===== src/sv/cvs_pkg.sv =====
package cvs_pkg;

   localparam int CAPACITY      = 256;
   localparam int ELEMENT_WIDTH = 32;
   localparam int ADDR_WIDTH    = $clog2(CAPACITY);
   localparam int COUNT_WIDTH   = $clog2(CAPACITY + 1);

   localparam logic [1:0] CMD_PUSH   = 2'd0;
   localparam logic [1:0] CMD_READ   = 2'd1;
   localparam logic [1:0] CMD_REMOVE = 2'd2;

   localparam logic [1:0] ST_OK        = 2'd0;
   localparam logic [1:0] ST_FULL      = 2'd1;
   localparam logic [1:0] ST_BAD_INDEX = 2'd2;

   typedef struct packed {
      logic [1:0]  cmd;
      logic [31:0] value;
      logic [7:0]  index;
   } req_payload_type;

   typedef struct packed {
      logic [31:0] element;
      logic [1:0]  status;
      logic [8:0]  count;
   } rsp_payload_type;

   // What the back end has to do once a request has been checked.
   typedef enum logic [1:0] {
      OP_NONE,
      OP_PUSH,
      OP_READ,
      OP_REMOVE
   } op_type;

   typedef struct packed {
      op_type                   op;
      logic [1:0]               status;
      logic [ADDR_WIDTH-1:0]    addr;
      logic [ELEMENT_WIDTH-1:0] value;
      logic [COUNT_WIDTH-1:0]   count_after;
   } work_entry_type;

   typedef enum logic [1:0] {
      BK_IDLE,
      BK_FETCH,
      BK_SHIFT,
      BK_DONE
   } back_state_type;

   function automatic logic [ELEMENT_WIDTH-1:0] to_elem(input logic [31:0] v);
      logic [63:0] w;
      w = 64'(v);
      return w[ELEMENT_WIDTH-1:0];
   endfunction

   function automatic logic [31:0] from_elem(input logic [ELEMENT_WIDTH-1:0] e);
      logic [63:0] w;
      w = 64'(e);
      return w[31:0];
   endfunction

endpackage


===== src/sv/cvs_queue.sv =====
module cvs_queue (
   input  logic                    clock,
   input  logic                    reset,
   input  logic                    push,
   input  cvs_pkg::work_entry_type push_entry,
   output logic                    full,
   input  logic                    pop,
   output logic                    not_empty,
   output cvs_pkg::work_entry_type head
);

   localparam int QDEPTH = 2;
   localparam int PTR_W  = $clog2(QDEPTH);
   localparam int FILL_W = $clog2(QDEPTH + 1);

   cvs_pkg::work_entry_type slot_ff [QDEPTH];
   logic [PTR_W-1:0]        wr_ptr_ff;
   logic [PTR_W-1:0]        wr_ptr_in;
   logic [PTR_W-1:0]        rd_ptr_ff;
   logic [PTR_W-1:0]        rd_ptr_in;
   logic [FILL_W-1:0]       fill_ff;
   logic [FILL_W-1:0]       fill_in;
   logic                    do_push;
   logic                    do_pop;

   assign full      = (fill_ff == FILL_W'(QDEPTH));
   assign not_empty = (fill_ff != '0);
   assign head      = slot_ff[rd_ptr_ff];
   assign do_push   = push && !full;
   assign do_pop    = pop && not_empty;

   always_comb begin
      wr_ptr_in = wr_ptr_ff;
      rd_ptr_in = rd_ptr_ff;
      fill_in   = fill_ff;
      if (do_push) begin
         wr_ptr_in = (wr_ptr_ff == PTR_W'(QDEPTH - 1)) ? '0 : wr_ptr_ff + 1'b1;
      end
      if (do_pop) begin
         rd_ptr_in = (rd_ptr_ff == PTR_W'(QDEPTH - 1)) ? '0 : rd_ptr_ff + 1'b1;
      end
      if (do_push && !do_pop) begin
         fill_in = fill_ff + 1'b1;
      end else if (do_pop && !do_push) begin
         fill_in = fill_ff - 1'b1;
      end
   end

   always_ff @(posedge clock) begin
      if (reset) begin
         wr_ptr_ff <= '0;
         rd_ptr_ff <= '0;
         fill_ff   <= '0;
      end else begin
         wr_ptr_ff <= wr_ptr_in;
         rd_ptr_ff <= rd_ptr_in;
         fill_ff   <= fill_in;
      end
   end

   always_ff @(posedge clock) begin
      if (do_push) begin
         slot_ff[wr_ptr_ff] <= push_entry;
      end
   end

endmodule


===== config.mk =====
export PLATFORM = sky130hd
export DESIGN_NAME = cvs_queue
export DESIGN_NICKNAME = d
export VERILOG_FILES = /design/src/sv/cvs_pkg.sv /design/src/sv/cvs_queue.sv
export SDC_FILE = /design/constraint.sdc
export NUM_CORES = 1
export LEC_CHECK = 0
export BUFFER_PORTS_ARGS = -buffer_cell sky130_fd_sc_hd__buf_2
export CAP_MARGIN = 10
export CORE_MARGIN = 2
export CORE_UTILIZATION = 46
export DETAILED_ROUTE_END_ITERATION = 6
export PLACE_DENSITY = 0.85
export SLEW_MARGIN = 30
export SYNTH_ARGS = -nofsm -noshare
export SYNTH_HDL_FRONTEND = slang
export SYNTH_SLANG_ARGS = --single-unit

===== constraint.sdc =====
create_clock -name clock -period 2.46 [get_ports clock]
set_clock_uncertainty 0.15 [all_clocks]
set_input_delay 0.369 -clock clock [delete_from_list [all_inputs] [get_ports clock]]
set_output_delay 0.369 -clock clock [all_outputs]
set_load 0.02 [all_outputs]

After elaboration in Yosys (flattened, before gate mapping)

Memories as Yosys holds them, arrays and structs flattened. A register that Yosys moved wholly into a read port is not among the register bits.
Index checks and enable logic that the tools add are counted.

$add $sub $neg: 4
Eq/ne operators: 1
Mux-type cells: 8
Reductions and logical operators: 9

Operators by type and width:

| kind                                                                | number |
|---|---|
| 1-bit 2-to-1 mux                                                    | 6 |
| 1-bit logical AND                                                   | 4 |
| 2-bit 2-to-1 mux                                                    | 2 |
| 2-bit nonzero test                                                  | 2 |
| 1-bit logical NOT                                                   | 3 |
| 1-bit adder (second input constant)                                 | 2 |
| 2-bit by 1-bit adder with 2-bit output (second input constant)      | 1 |
| 2-bit equality test (second input constant)                         | 1 |
| 2-bit by 1-bit subtractor with 2-bit output (second input constant) | 1 |

Register bits after elaboration: 4
Memory bits (writable): 106
Input bits: 57
Output and inout bits: 55
Logic and storage cells: 26
Memories: 1

Memory list:

| memory  | words | bits a word | rd ports | clocked after Yosys merged registers in | write ports | line            | source |
|---|---|---|---|---|---|---|---|
| slot_ff | 2     | 53          | 1        | 1                                       | 1           | cvs_queue.sv:16 | `cvs_pkg::work_entry_type slot_ff [QDEPTH];` |

Logic depth before layout (Yosys ltp)

Depth in word-level cells: 7
Depth in mapped cells: 6
Gate-level depth less buffers: 6

Least setup slack after synthesis

Ideal clock, no wire load.

Kind: register -> register
Start point: register fill_ff[1]
End point: memory slot_ff[1][0] (netlist bit) (enable)
Setup time: 0.416 ns
Arrival time: 1.915 ns
Required time: 1.894 ns
Slack: -0.022 ns
Stages on the path, launching flop included: 4
Path buffers: 0
Clock period less this slack: 2.482 ns
Cell sequence: dfxtp_1 -> nor2b_2 -> nor2_1 -> and2_1

Cells in the longest elaborated chain, start to end: 5

RTL lines:

| element                                | line            | source |
|---|---|---|
| start: declaration                     | cvs_queue.sv:21 | `logic [FILL_W-1:0] fill_ff;` |
| start signal: assignment               | cvs_queue.sv:57 | `fill_ff <= fill_in;` |
| 2-bit equality test                    | cvs_queue.sv:26 | `assign full = (fill_ff == FILL_W'(QDEPTH));` |
| named net full                         | cvs_queue.sv:6  | `output logic full,` |
| 1-bit logical NOT                      | cvs_queue.sv:29 | `assign do_push = push && !full;` |
| 1-bit logical AND                      | cvs_queue.sv:29 |  |
| 1-bit 2-to-1 mux                       | cvs_queue.sv:62 | `if (do_push) begin` |
| 1-bit 2-to-1 mux (implied by the code) | cvs_queue.sv:63 | `slot_ff[wr_ptr_ff] <= push_entry;` |
| end: declaration                       | cvs_queue.sv:16 |  |

The timed path passes the listed nets, and every way through them passes these cells.

==> results.tsv <==
metric	value	unit
status	finished, final reports clean	
Final nets	370	
Die Ht	97.7	um
GRT Util Overall	0.142	
WP data required	1940	ps
share of cells above drive strength 1	0.599	
critical path class	reg2out	
Routed Antenna Nets	0	
RSZ-0062 raised after global routing	no	
cell family with most CP delay	buffers and inverters	
Seq cells post-synth	111	
Post-Syn Instances	190	
hold buffers post-CTS	0	
pre-CTS setup slack	571	ps
first-pass GRT wire length	10400	um
number of cells upsized or downsized after cts	0	
drt first pass iters	5	
worst-path cell chain	buf_4, mux2_2, buf_2	
hold path cells	1	
clock buffer depth	2	
worst r2r dst	slot_ff[0][30]	
pins over their slew limit	0	
placed cell count	409	
Power Total	5.01	mW
worst-path fanout max	34	
CTS root buffer	clkbuf_8	
Ports	112	
Area Growth Syn to Fin	22.2	%
Vias/cell	4.82	
H-tree depth	3	
Final Non-Filler Cells	426	
Final setup viols	0	
max_slew headroom	0.673	
Netlist cell types	15	
post-CTS setup buffers	0	
Worst-Skew Late Latency	340	ps
Leak Pwr	1.86	nW
initial antenna violation count	1	
Power Dens Cells	1020	mW/mm^2
reg2reg setup slack	580	ps
post-place instance area	0.00474	sq mm
Worst EP arrival	1630	ps
Hold Slack	42.6	ps
hold crit path type	in2reg	
Syn Nets	248	
worst vdd ir	0.568	mV
Critical Path Max Stage Delay	400	ps
syn_area_per_cell	21.3	sq um
min setup slack post-route	307	ps
PortBufs	111	
Tightest Pin Transition	490	ps
CP Capture Type	output pin	
final hold violation count	0	
Reg clk slew, reported paths	110	ps
DRC viols	0	
min-delay src	push_entry[25]	
critical path startpoint category	flop	
Crit Reg-Reg Startpoint	fill_ff[0]	
Core Region	0.00864	sq mm
Rows	34	
Worst Hold End	slot_ff[1][25]	
grt ovf	0	
CP Buf/Inv Count	2	
TritonCTS clock tree	yes	
DR iter-0 viols	73	
yosys warns	0	
WL final	6800	um
final instance area	0.00493	sq mm
Starting Density	0.468	
Wirelength per Cell	16.0	um
FF-to-FF path depth	4	
Max Cap Violations	0	
fin crit period	2150	ps
vias in the first global route	2160	
register area share after synthesis	0.813	
Num CTS Buffers	9	
post-synthesis cell area	0.00404	sq mm
Placer Congestion	0.724	
Die X	97.7	um
total vias in the final route	2053	
Slowest cell on crit path	mux2_2	
Fin Setup TNS	0	ps
largest net degree at the start of global routing	37	
total die area	0.00954	sq mm
fin crit share	0.875	
fmax	0.465	GHz
# clock sinks	111	
post-layout util	0.571	
DPL Wire Length	4550	um
kinds of logic after synthesis:
logic type               Yosys count  share of synthesized area
buffers and inverters              8                     0.0112
XOR/XNOR                           3                    0.00651
AND/OR/NAND/NOR                    9                     0.0121
adder cells (fa/ha/maj)            1                    0.00310
AO/OA/AOI/OAI                      5                    0.00620
multiplexers                      53                      0.148
flip-flops                       111                      0.813
worst reg2reg max path: cells and delay by family, from the launching register on:
| kind | cells | cell delay, ps |
|---|---|---|
| buffers and inverters | 2 | 460 |
| flip-flops | 1 | 450 |
| AND/OR/NAND/NOR | 2 | 450 |
state kept, by name, indices dropped and copies added, names as in the netlist, named ones only:
register	count
fill_ff	2
slot_ff	106
wr_ptr_ff	1
rd_ptr_ff	1
per-layer routing:
| layer | wire [um] | GRT usage |
|---|---|---|
| met2 | 3490 | 0.245 |
| met1 | 2870 | 0.176 |
| met3 | 377 | 0.0388 |
| met5 | 0 | 0 |
| met4 | 63 | 0.0449 |
synth_stat cells, drive strengths merged:
library cell	number	area share
or2	1	0.0016
nor2	4	0.0037
o21ai	3	0.0037
buf	6	0.0093
a21oi	2	0.0025
and2	1	0.0016
ha	1	0.0031
or3	2	0.0031
edfxtp	106	0.79
inv	2	0.0019
xor2	3	0.0065
nor2b	1	0.0022
dfxtp	5	0.025
mux2	53	0.15
layout by cell type, fill, tap and decap left out, drive strengths merged:
master / netlist / layout
bufinv: 0 / 1
nor2: 4 / 4
dfxtp: 5 / 5
edfxtp: 106 / 106
clkbuf: 0 / 9
o21ai: 3 / 3
nor2b: 1 / 1
mux2: 53 / 53
diode: 0 / 1
and2: 1 / 1
a21oi: 2 / 2
or3: 2 / 2
buf: 6 / 117
ha: 1 / 1
xor2: 3 / 3
inv: 2 / 4
clkinv: 0 / 4
or2: 1 / 1
power by group:
part / total, mW / internal (mW) / switching, mW
Combinational: 1.50 / 0.605 / 0.897
Sequential: 2.45 / 2.37 / 0.0738
Clock: 1.06 / 0.474 / 0.590
Total: 5.01 / 3.45 / 1.56
worst max-delay path by stage:
stage               cells past startpoint  slack [ps]       start              to
CTS                                     3         270        flop        head[37]
global route                            3         190        flop        head[37]
finish                                  3         310        flop        head[37]
detailed placement                      5         570        push  slot_ff[0][28]
global placement                        5         620        push  slot_ff[0][43]
floorplan                               3          10  fill_ff[1]   slot_ff[0][0]
final cells by class:
type / count / area (sq um)
Timing Repair Buffer: 117 / 601
Clock inverter: 7 / 70.1
Fill cell: 688 / 3700
Inverter: 2 / 7.51
Tap cell: 108 / 135
Multi-Input combinational cell: 71 / 711
Antenna cell: 1 / 2.50
Sequential cell: 111 / 3280
Clock buffer: 9 / 124
Power figures use the tool's default switching activity.
