==> config.mk <==
export PLATFORM = sky130hd
export DESIGN_NAME = cvs_front
export DESIGN_NICKNAME = d
export VERILOG_FILES = /design/src/sv/cvs_pkg.sv /design/src/sv/cvs_front.sv
export SDC_FILE = /design/constraint.sdc
export NUM_CORES = 1
export LEC_CHECK = 0
export ABC_AREA = 1
export BUFFER_PORTS_ARGS = -buffer_cell sky130_fd_sc_hd__clkbuf_2
export CAP_MARGIN = 20
export CORE_MARGIN = 4
export CORE_UTILIZATION = 35
export CTS_CLUSTER_SIZE = 25
export DETAILED_ROUTE_END_ITERATION = 7
export HOLD_SLACK_MARGIN = 0.12
export PLACE_DENSITY = 0.68
export SETUP_SLACK_MARGIN = 0.5
export SYNTH_ARGS = -nofsm -noshare
export SYNTH_HDL_FRONTEND = slang
export SYNTH_SLANG_ARGS = --single-unit
==> constraint.sdc <==
create_clock -name clock -period 1.9 [get_ports clock]
set_input_delay 0 -clock clock [delete_from_list [all_inputs] [get_ports clock]]
set_output_delay 0 -clock clock [all_outputs]
set_load 0.05 [all_outputs]
==> src/sv/cvs_pkg.sv <==
package cvs_pkg;

   localparam int CAPACITY      = 256;
   localparam int ELEMENT_WIDTH = 32;
   localparam int ADDR_WIDTH    = $clog2(CAPACITY);
   localparam int COUNT_WIDTH   = $clog2(CAPACITY + 1);

   localparam logic [1:0] CMD_PUSH   = 2'd0;
   localparam logic [1:0] CMD_READ   = 2'd1;
   localparam logic [1:0] CMD_REMOVE = 2'd2;

   localparam logic [1:0] ST_OK        = 2'd0;
   localparam logic [1:0] ST_FULL      = 2'd1;
   localparam logic [1:0] ST_BAD_INDEX = 2'd2;

   typedef struct packed {
      logic [1:0]  cmd;
      logic [31:0] value;
      logic [7:0]  index;
   } req_payload_type;

   typedef struct packed {
      logic [31:0] element;
      logic [1:0]  status;
      logic [8:0]  count;
   } rsp_payload_type;

   // What the back end has to do once a request has been checked.
   typedef enum logic [1:0] {
      OP_NONE,
      OP_PUSH,
      OP_READ,
      OP_REMOVE
   } op_type;

   typedef struct packed {
      op_type                   op;
      logic [1:0]               status;
      logic [ADDR_WIDTH-1:0]    addr;
      logic [ELEMENT_WIDTH-1:0] value;
      logic [COUNT_WIDTH-1:0]   count_after;
   } work_entry_type;

   typedef enum logic [1:0] {
      BK_IDLE,
      BK_FETCH,
      BK_SHIFT,
      BK_DONE
   } back_state_type;

   function automatic logic [ELEMENT_WIDTH-1:0] to_elem(input logic [31:0] v);
      logic [63:0] w;
      w = 64'(v);
      return w[ELEMENT_WIDTH-1:0];
   endfunction

   function automatic logic [31:0] from_elem(input logic [ELEMENT_WIDTH-1:0] e);
      logic [63:0] w;
      w = 64'(e);
      return w[31:0];
   endfunction

endpackage

==> src/sv/cvs_front.sv <==
module cvs_front (
   input  logic                     clock,
   input  logic                     reset,
   input  logic                     req_valid,
   output logic                     req_stall,
   input  cvs_pkg::req_payload_type req_data,
   input  logic                     q_full,
   output logic                     q_push,
   output cvs_pkg::work_entry_type  q_entry
);

   logic [cvs_pkg::COUNT_WIDTH-1:0] count_ff;
   logic [cvs_pkg::COUNT_WIDTH-1:0] count_in;
   logic                            accept;
   logic                            is_full;
   logic                            bad_index;

   assign req_stall = q_full;
   assign accept    = req_valid && !q_full;
   assign is_full   = (count_ff == cvs_pkg::COUNT_WIDTH'(cvs_pkg::CAPACITY));
   assign bad_index = (32'(req_data.index) >= 32'(count_ff));

   // The count is kept here, so every request is settled before the store is touched.
   always_comb begin
      q_entry.op          = cvs_pkg::OP_NONE;
      q_entry.status      = cvs_pkg::ST_OK;
      q_entry.addr        = cvs_pkg::ADDR_WIDTH'(req_data.index);
      q_entry.value       = cvs_pkg::to_elem(req_data.value);
      q_entry.count_after = count_ff;
      unique case (req_data.cmd) inside
         cvs_pkg::CMD_PUSH: begin
            if (is_full) begin
               q_entry.status = cvs_pkg::ST_FULL;
            end else begin
               q_entry.op          = cvs_pkg::OP_PUSH;
               q_entry.addr        = cvs_pkg::ADDR_WIDTH'(count_ff);
               q_entry.count_after = count_ff + 1'b1;
            end
         end
         cvs_pkg::CMD_READ, cvs_pkg::CMD_REMOVE: begin
            if (bad_index) begin
               q_entry.status = cvs_pkg::ST_BAD_INDEX;
            end else if (req_data.cmd == cvs_pkg::CMD_READ) begin
               q_entry.op = cvs_pkg::OP_READ;
            end else begin
               q_entry.op          = cvs_pkg::OP_REMOVE;
               q_entry.count_after = count_ff - 1'b1;
            end
         end
         default: begin
            q_entry.op = cvs_pkg::OP_NONE;
         end
      endcase
   end

   assign q_push   = accept;
   assign count_in = accept ? q_entry.count_after : count_ff;

   always_ff @(posedge clock) begin
      if (reset) begin
         count_ff <= '0;
      end else begin
         count_ff <= count_in;
      end
   end

endmodule

======== Word level (Yosys, flattened, before mapping) ========
Cells that the tools add are included.
word-level totals
  output and inout bits ................... 55
  word-level logic and storage cells ...... 24
  register bits after elaboration ......... 9
  input bits .............................. 46
cells by class
  $lt $le $gt $ge ......................... 1
  muxes and demuxes ....................... 13
  reduce and logical (&&, ||, !) cells .... 4
  add/sub/neg operators ................... 2
  equality and inequality tests ........... 3
operators by type and width
  operator                                                             count
  9-bit two-way mux                                                    3
  9-bit one-hot mux with 2 select lines                                1
  8-bit two-way mux                                                    2
  9-bit by 1-bit adder with 9-bit output (second input constant)       1
  9-bit == test (second input constant)                                1
  8-bit by 9-bit >= comparator with 1-bit output                       1
  9-bit by 1-bit subtractor with 9-bit output (second input constant)  1
  2-bit one-hot mux with 2 select lines                                2
  2-bit two-way mux                                                    2
  1-bit two-way mux                                                    3
  2-bit by 1-bit == test with 1-bit output (second input constant)     1
  2-bit == test (second input constant)                                1
  2-bit zero test                                                      1
  2-bit OR reduction                                                   1
  1-bit logical AND                                                    1
  1-bit zero test                                                      1

======== Longest topological paths before layout ========
Gate-level depths: netlist of the first run.
  word-level depth ........................ 4
  gate-level depth with buffers ........... 14
  gate-level depth less buffers ........... 13

======== Worst setup path before layout of the first run ========
Ideal clock, no wire load.
  path type ............................... reg2out
  start ................................... register count_ff[0] in the netlist's numbering
  end ..................................... output port q_entry[41] in the netlist's numbering
  arrival time ............................ 2403 ps
  stages on the path, launching flop included .. 10
  setup slack ............................. -503 ps
  path buffers ............................ 1
  required time ........................... 1900 ps
  path through ............................ dfxtp_1 > buf_2 > inv_1 > ha_1 > nand2_1 > nor2_2 > nand3_2 > inv_2 > nor2_4 > o21ai_0
RTL lines
  element                   line             source
  start: declaration        cvs_front.sv:12  logic [cvs_pkg::COUNT_WIDTH-1:0] count_ff;
  start signal: assignment  cvs_front.sv:63  count_ff <= count_in;
  end: declaration          cvs_front.sv:9   output cvs_pkg::work_entry_type q_entry

==> flow_summary.yaml, run 1 <==
cells_and_area:
  final_area_um2: 3212
  stdcell_count: 449
  filler_cell_count: 404
  final_cell_mix: "nand2_1 (73), dlygate4sd3_1 (33), inv_1 (26), buf_4 (26), nand3_1 (22)"
  top_register: "count_ff"
  antennaDiodeCount: 0
  layout-drive-gt1-share_pct: 45.03
  syn2layout_area_growth_pct: 77.89
  multi_input_area_um2: 1475
  fin_nets: 442
  final_util_pct: 66.25
  layout_commonest_cell: "nand2_1"
  register_area_um2: 197.7
  largest_registers: "count_ff x9"
  largest_register_ff_count: 9
setup_path:
  cp_common_cell: "nand2_1"
  crit_family: "simple AND/OR/NAND/NOR gates"
  crit_fanout: 7
  worst_ep_arrival_time_ns: 2.04
  cp_cell_sequence: "inv_8 > ha_1 > nand2_2 > inv_1 > nand2_1 > nand3_2 > a21oi_4 > buf_12 > nand2_1 > nand2_1 > nand3_2 > nand2_2 > buf_12"
  cp.required_ns: 1.90
  critPathBufInv: 4
  criticalPathCategory: "flop to primary output"
  max_stage_delay_ns: 0.38
  cp-start-kind: "flop"
  critPathCaptureType: "primary output"
  crit_slowest_cell: "dfxtp_4"
route:
  wl_met2_um: 3307
  route.met3.wl_um: 487
  wl_met1_um: 2580
  dr.pass1.iters: 4
  drt_iter0_markers: 110
  highest_layer: "met4"
  vias_per_cell: 4.989
  routedWlPerCell_um: 14.46
  ant_nets: 0
  drt_wl_total_um: 6494
  drc: 0
  routed-via-count: 2240
clocking:
  path_clk_slew_ns: 0.06
  clockRootBuffer: "clkbuf_8"
  cts_tree: "done"
  cts_num_sinks: 9
  clk_latency_ns: 0.25
  clockBufferDepth: 2
  htreeDepth: 1
  cts_buffers: 3
synthesis:
  yosysUniqueCellTypes: 35
  yosys.area.top_type_share_pct: 19.13
  synth-async-reset-ratio_pct: 0
  synth_area_leader_cell: "nand2_1"
  synth-main-ff-cell: "dfxtp_1"
  synth_nets: 362
  seq_area_frac_synth_pct: 9.979
  ys_ff_latch: 9
  syn_inst: 303
  postSynthAreaPerCell_um2: 5.959
  synth_edf_count: 0
  ys_warn_count: 0
  netlist_area_um2: 1805
  synthTopCellsByArea: "nand2_1 (19%), buf_4 (14%), dfxtp_1 (10%)"
timing:
  fin_skew_ns: 0.002838
  setup_violations: 13
  period_share_pct: 107.2
  fmax_mhz: 491.0
  setup_tns_ns: -1.220
  drv_slew: 0
  fin_crit_ns: 2.037
  hold_viol_final: 0
  grt_setup_unrepaired: "yes"
  worst_pin_slew_ns: 0.5288
  fin_ws_ns: -0.1368
  relSlewSlack_pct: 64.63
placement:
  dp.cells: 395
  place_area_um2: 2277
  gp_congestion: 0.9490
  portBuffers: 36
  dp_hpwl_um: 4451
pwr:
  p_int_mw: 0.8915
  swShare_pct: 51.28
  pwr-share-clk_pct: 14.2
  p_seq_share_pct: 12.1
  p_per_area_nw_per_um2: 569.7
  p_leak_nw: 1.553
  power_switching_mw: 0.9383
  p_comb_share_pct: 73.7
  ir_worst_vdd_mv: 0.4300
flow_run:
  drv_cap: 0
grt:
  grt_start_max_net_pins: 16
  overflow: 0
  grt_util_all_layers_pct: 20.41
  grt_pass1_wl_um: 10290
  grt_pass1_vias: 2207
  antenna_found_initial: 0
floorplanning:
  die_area_um2: 6371
  ios: 101
  die_w_um: 79.82
  core_um2: 4848
  initial_core_util_pct: 37.24
  die_h_um: 79.82
  num_rows: 25
status:
  violations: "setup timing"
  status: "complete, but fails checks"
worst_hold_path:
  hp-class: "primary input to flop"
==> final timing paths <==
kind / start / endpoint / slack, ns / cells after the start
hold / removal: q_full / count_ff[0] / 0.24 / 4
hold reg to reg: count_ff[8] / count_ff[8] / 0.69 / 2
setup / recovery: count_ff[3] / q_entry[7] / -0.14 / 13
setup reg to reg: count_ff[3] / count_ff[1] / -0.11 / 16
==> power by group through the flow <==
| stage | combinational [mW] | sequential (mW) | clock, mW |
|---|---|---|---|
| floorplan | 0.822 | 0.220 | 0 |
| global placement | 0.919 | 0.223 | 0 |
| detailed placement | 0.929 | 0.224 | 0 |
| CTS | 1.27 | 0.222 | 0.260 |
| global route | 1.43 | 0.223 | 0.270 |
| finish | 1.35 | 0.221 | 0.260 |
==> synth_stat cells (2+ instances only) <==
master    instances
clkbuf_1          2
o21ai_2           5
nand3_2           2
nand3_1          29
nor2_4            2
o21ai_0          11
inv_2             5
buf_4            33
a21oi_1           9
nor2_1           14
xor2_1            4
ha_1             13
buf_6             3
inv_4             3
o21ai_1           3
nand2_2           5
nor2_2            3
inv_1            33
nor3_1            2
clkinv_1          2
nand4_1           6
dfxtp_1           9
nand2_1          92
buf_2             2
==> tightest hold or removal path, cell delays in order <==
cell and delay [ns]:
clkbuf_2 0.09, nor2_1 0.05, buf_4 0.19, a21oi_2 0.13
==> repair_timing <==
item | CTS | global route
pin swaps | 14 | 5
gates cloned | 1 | 0
endpoints found under the setup margin | 30 | 30
setup buffers | 14 | 2
gates resized for setup | 82 | 30
endpoints found under the hold margin | 36 | 0
hold buffers | 33 | 0
==> cells by family (layout without fill, tap and decap cells) <==
kind of cell	after synthesis	count (layout)	share of synthesized area (%)
AOI/OAI and AO/OA	35	35	12.61
adders and majority gates	13	13	9.009
DFF	9	9	9.979
xor gates and xnor gates	4	4	1.940
and+or+nand+nor	157	157	39.09
buffers and inverters	85	164	27.37
==> per-stage QoR <==
stage	worst slack, ns	power (mW)	hold WS, ns
2_1_floorplan	0.05714	1.042	0.1375
3_3_place_gp	0.03589	1.142	0.0003409
3_5_place_dp	-0.008007	1.153	0.0003409
4_1_cts	-0.1338	1.755	0.2422
5_1_grt	-0.2611	1.926	0.2800
6_report	-0.1368	1.830	0.2355
==> per-layer routing <==
| layer | vias to the layer above | track usage [%] |
|---|---|---|
| met4 | 0 | 7.264 |
| met1 | 1017 | 25.34 |
| met2 | 120 | 35.73 |
| met3 | 10 | 2.709 |
| met5 | - | 0 |
| li1 | 1093 | - |
==> final cells by class <==
type,count,share of cell area [%]
multi-input cells,209,45.93
repair buffers,115,36.93
inverters,44,6.467
flip-flops and latches,9,6.155
well taps,67,2.610
clock buffers,4,1.402
repair inverters,1,0.5064
Power figures use the tool's default switching activity.
==> run 2: changes to the inputs <==
- BUFFER_PORTS_ARGS: -buffer_cell sky130_fd_sc_hd__clkbuf_2 -> -buffer_cell sky130_fd_sc_hd__buf_2
- clock period: 1.9 -> 1.7 ns (I/O delays scaled with it)
==> run 2 against run 1 <==
Compared with the run above: cell area is essentially flat; cell count grew 2.9%; combinational power rose by 12%; critical endpoint is now q_entry[6]; power rose by 11%; register-to-register slack got worse by 0.14 ns; sequential power up 12%; die area stayed put; non-clock buffer count grew 12; sequential share of layout area about the same; sequential cell count did not move; first-iteration DRC count increased by 65%; the flow still finishes with violations (setup timing).
==> flow_summary.yaml, run 2 (synthesis results as in run 1) <==
clocking:
  cts_tree: "done"
  clockRootBuffer: "clkbuf_8"
  clockBufferDepth: 2
  htreeDepth: 1
  cts_num_sinks: 9
  path_clk_slew_ns: 0.05
  cts_buffers: 3
  clk_latency_ns: 0.25
cells_and_area:
  fin_nets: 455
  final_cell_mix: "nand2_1 (68), buf_4 (42), dlygate4sd3_1 (33)"
  largest_registers: "count_ff x9"
  largest_register_ff_count: 9
  layout_commonest_cell: "nand2_1"
  top_register: "count_ff"
  antennaDiodeCount: 0
  syn2layout_area_growth_pct: 77.96
  stdcell_count: 462
  layout-drive-gt1-share_pct: 49.87
floorplanning:
  num_rows: 25
  initial_core_util_pct: 37.24
  core_um2: 4848
  die_h_um: 79.82
  die_area_um2: 6371
  die_w_um: 79.82
  ios: 101
pwr:
  p_comb_share_pct: 74.2
  power_switching_mw: 1.050
  ir_worst_vdd_mv: 0.5652
  p_seq_share_pct: 12.2
  p_leak_nw: 1.566
  swShare_pct: 51.64
  p_int_mw: 0.9833
  pwr-share-clk_pct: 13.6
  p_per_area_nw_per_um2: 632.9
timing:
  relSlewSlack_pct: 65.46
  period_share_pct: 121.2
  fin_skew_ns: 0.001044
  grt_setup_unrepaired: "yes"
  fin_ws_ns: -0.3610
  worst_pin_slew_ns: 0.5164
  fmax_mhz: 485.2
  setup_violations: 28
  drv_slew: 0
  setup_tns_ns: -6.071
  fin_crit_ns: 2.061
  hold_ws_ns: 0.2592
  hold_viol_final: 0
route:
  dr.pass1.iters: 4
  routedWlPerCell_um: 13.95
  routed-via-count: 2290
  drc: 0
  ant_nets: 0
  vias_per_cell: 4.957
  drt_wl_total_um: 6447
  drt_iter0_markers: 181
setup_path:
  max_stage_delay_ns: 0.37
  crit_fanout: 5
  worst_ep_arrival_time_ns: 2.06
  cp.required_ns: 1.70
  cp_cell_sequence: "inv_8 > ha_1 > nand2_2 > nor2_2 > nand2_2 > nand3_4 > a21oi_4 > nand2_1 > nand3_1 > nand2_1 > nand2_2 > clkinvlp_4 > buf_6"
  crit_slowest_cell: "dfxtp_4"
  startpoint: "count_ff[3]"
  timing.rr.start: "count_ff[2]"
  cp_common_cell: "nand2_2"
  critPathCaptureType: "primary output"
  criticalPathCategory: "flop to primary output"
  cp-start-kind: "flop"
flow_run:
  drv_cap: 0
status:
  status: "complete, but fails checks"
  violations: "setup timing"
worst_hold_path:
  hold_start: "q_full"
  hp-class: "primary input to flop"
grt:
  grt_start_max_net_pins: 16
  antenna_found_initial: 0
  grt_pass1_vias: 2107
  overflow: 0
  grt_util_all_layers_pct: 18.91
  grt_pass1_wl_um: 9742
placement:
  portBuffers: 36
  gp_congestion: 0.8894
  dp.cells: 401
  dp_hpwl_um: 4265
-- run 2: cell count changes in the layout (fill, tap and decap cells not counted), moves of 7 or more --
| cell | previous run | this run |
|---|---|---|
| buf_12 | 8 | 1 |
| buf_2 | 0 | 15 |
| buf_4 | 26 | 42 |
| buf_6 | 17 | 30 |
| clkbuf_2 | 15 | 0 |
| nand2_2 | 12 | 23 |
-- run 2: metrics by stage --
step	total power [mW]	instance area, um2	setup slack, ns	util (%)
after global placement	1.199	2232	-0.2071	46.04
final	2.033	3213	-0.3610	66.27
after global routing	2.135	3213	-0.4608	66.27
after CTS	1.918	2993	-0.3440	61.73
after detailed placement	1.214	2232	-0.2280	46.04
after floorplan	1.164	2011	-0.1429	-
-- run 2: critical path: cells and delay by family, from the launching register on --
kind	cells	cell delay [ns]
buffers and inverters	3	0.27
and+or+nand+nor	8	0.64
AOI/OAI and AO/OA	1	0.25
DFF	1	0.37
adders and majority gates	1	0.27
-- run 2: power groups by stage --
stage	sequential, mW	clock [mW]	combinational (mW)
after detailed placement	0.252	0	0.962
after global placement	0.251	0	0.948
final	0.248	0.276	1.51
after CTS	0.247	0.278	1.39
after floorplan	0.246	0	0.919
after global routing	0.250	0.287	1.60
-- run 2: cell type report --
type                            count  area, um2
Clock buffer                        4      45.04
Fill cell                         410       1635
Inverter                           44      217.7
Multi-Input combinational cell    210       1491
Sequential cell                     9      197.7
Tap cell                           67      83.83
Timing Repair Buffer              127       1169
Timing Repair inverter              1      8.758
-- run 2: per-layer routing --
metal  up-vias  routed length, um  track usage, %
li1       1116                  -               -
met1      1020               2538           24.70
met2       140               3222           32.47
met3        14                575           3.160
met4         0                111           4.054
met5         -                  0               0
-- run 2: path summary, 6_finish.rpt --
path                 end  slack (ns)  cells after the start
min          count_ff[8]        0.26                      4
min reg2reg  count_ff[0]        0.73                      3
max reg2reg  count_ff[0]       -0.25                     15
max           q_entry[6]       -0.36                     13
-- run 2: timing repair --
action                                  4_1_cts  5_1_grt
setup buffers                                10       12
pin swaps                                    13       16
cloned                                        2        0
endpoints found under the hold margin        36        0
resized for setup                            89       34
hold buffers                                 33        0
endpoints found under the setup margin       30       30
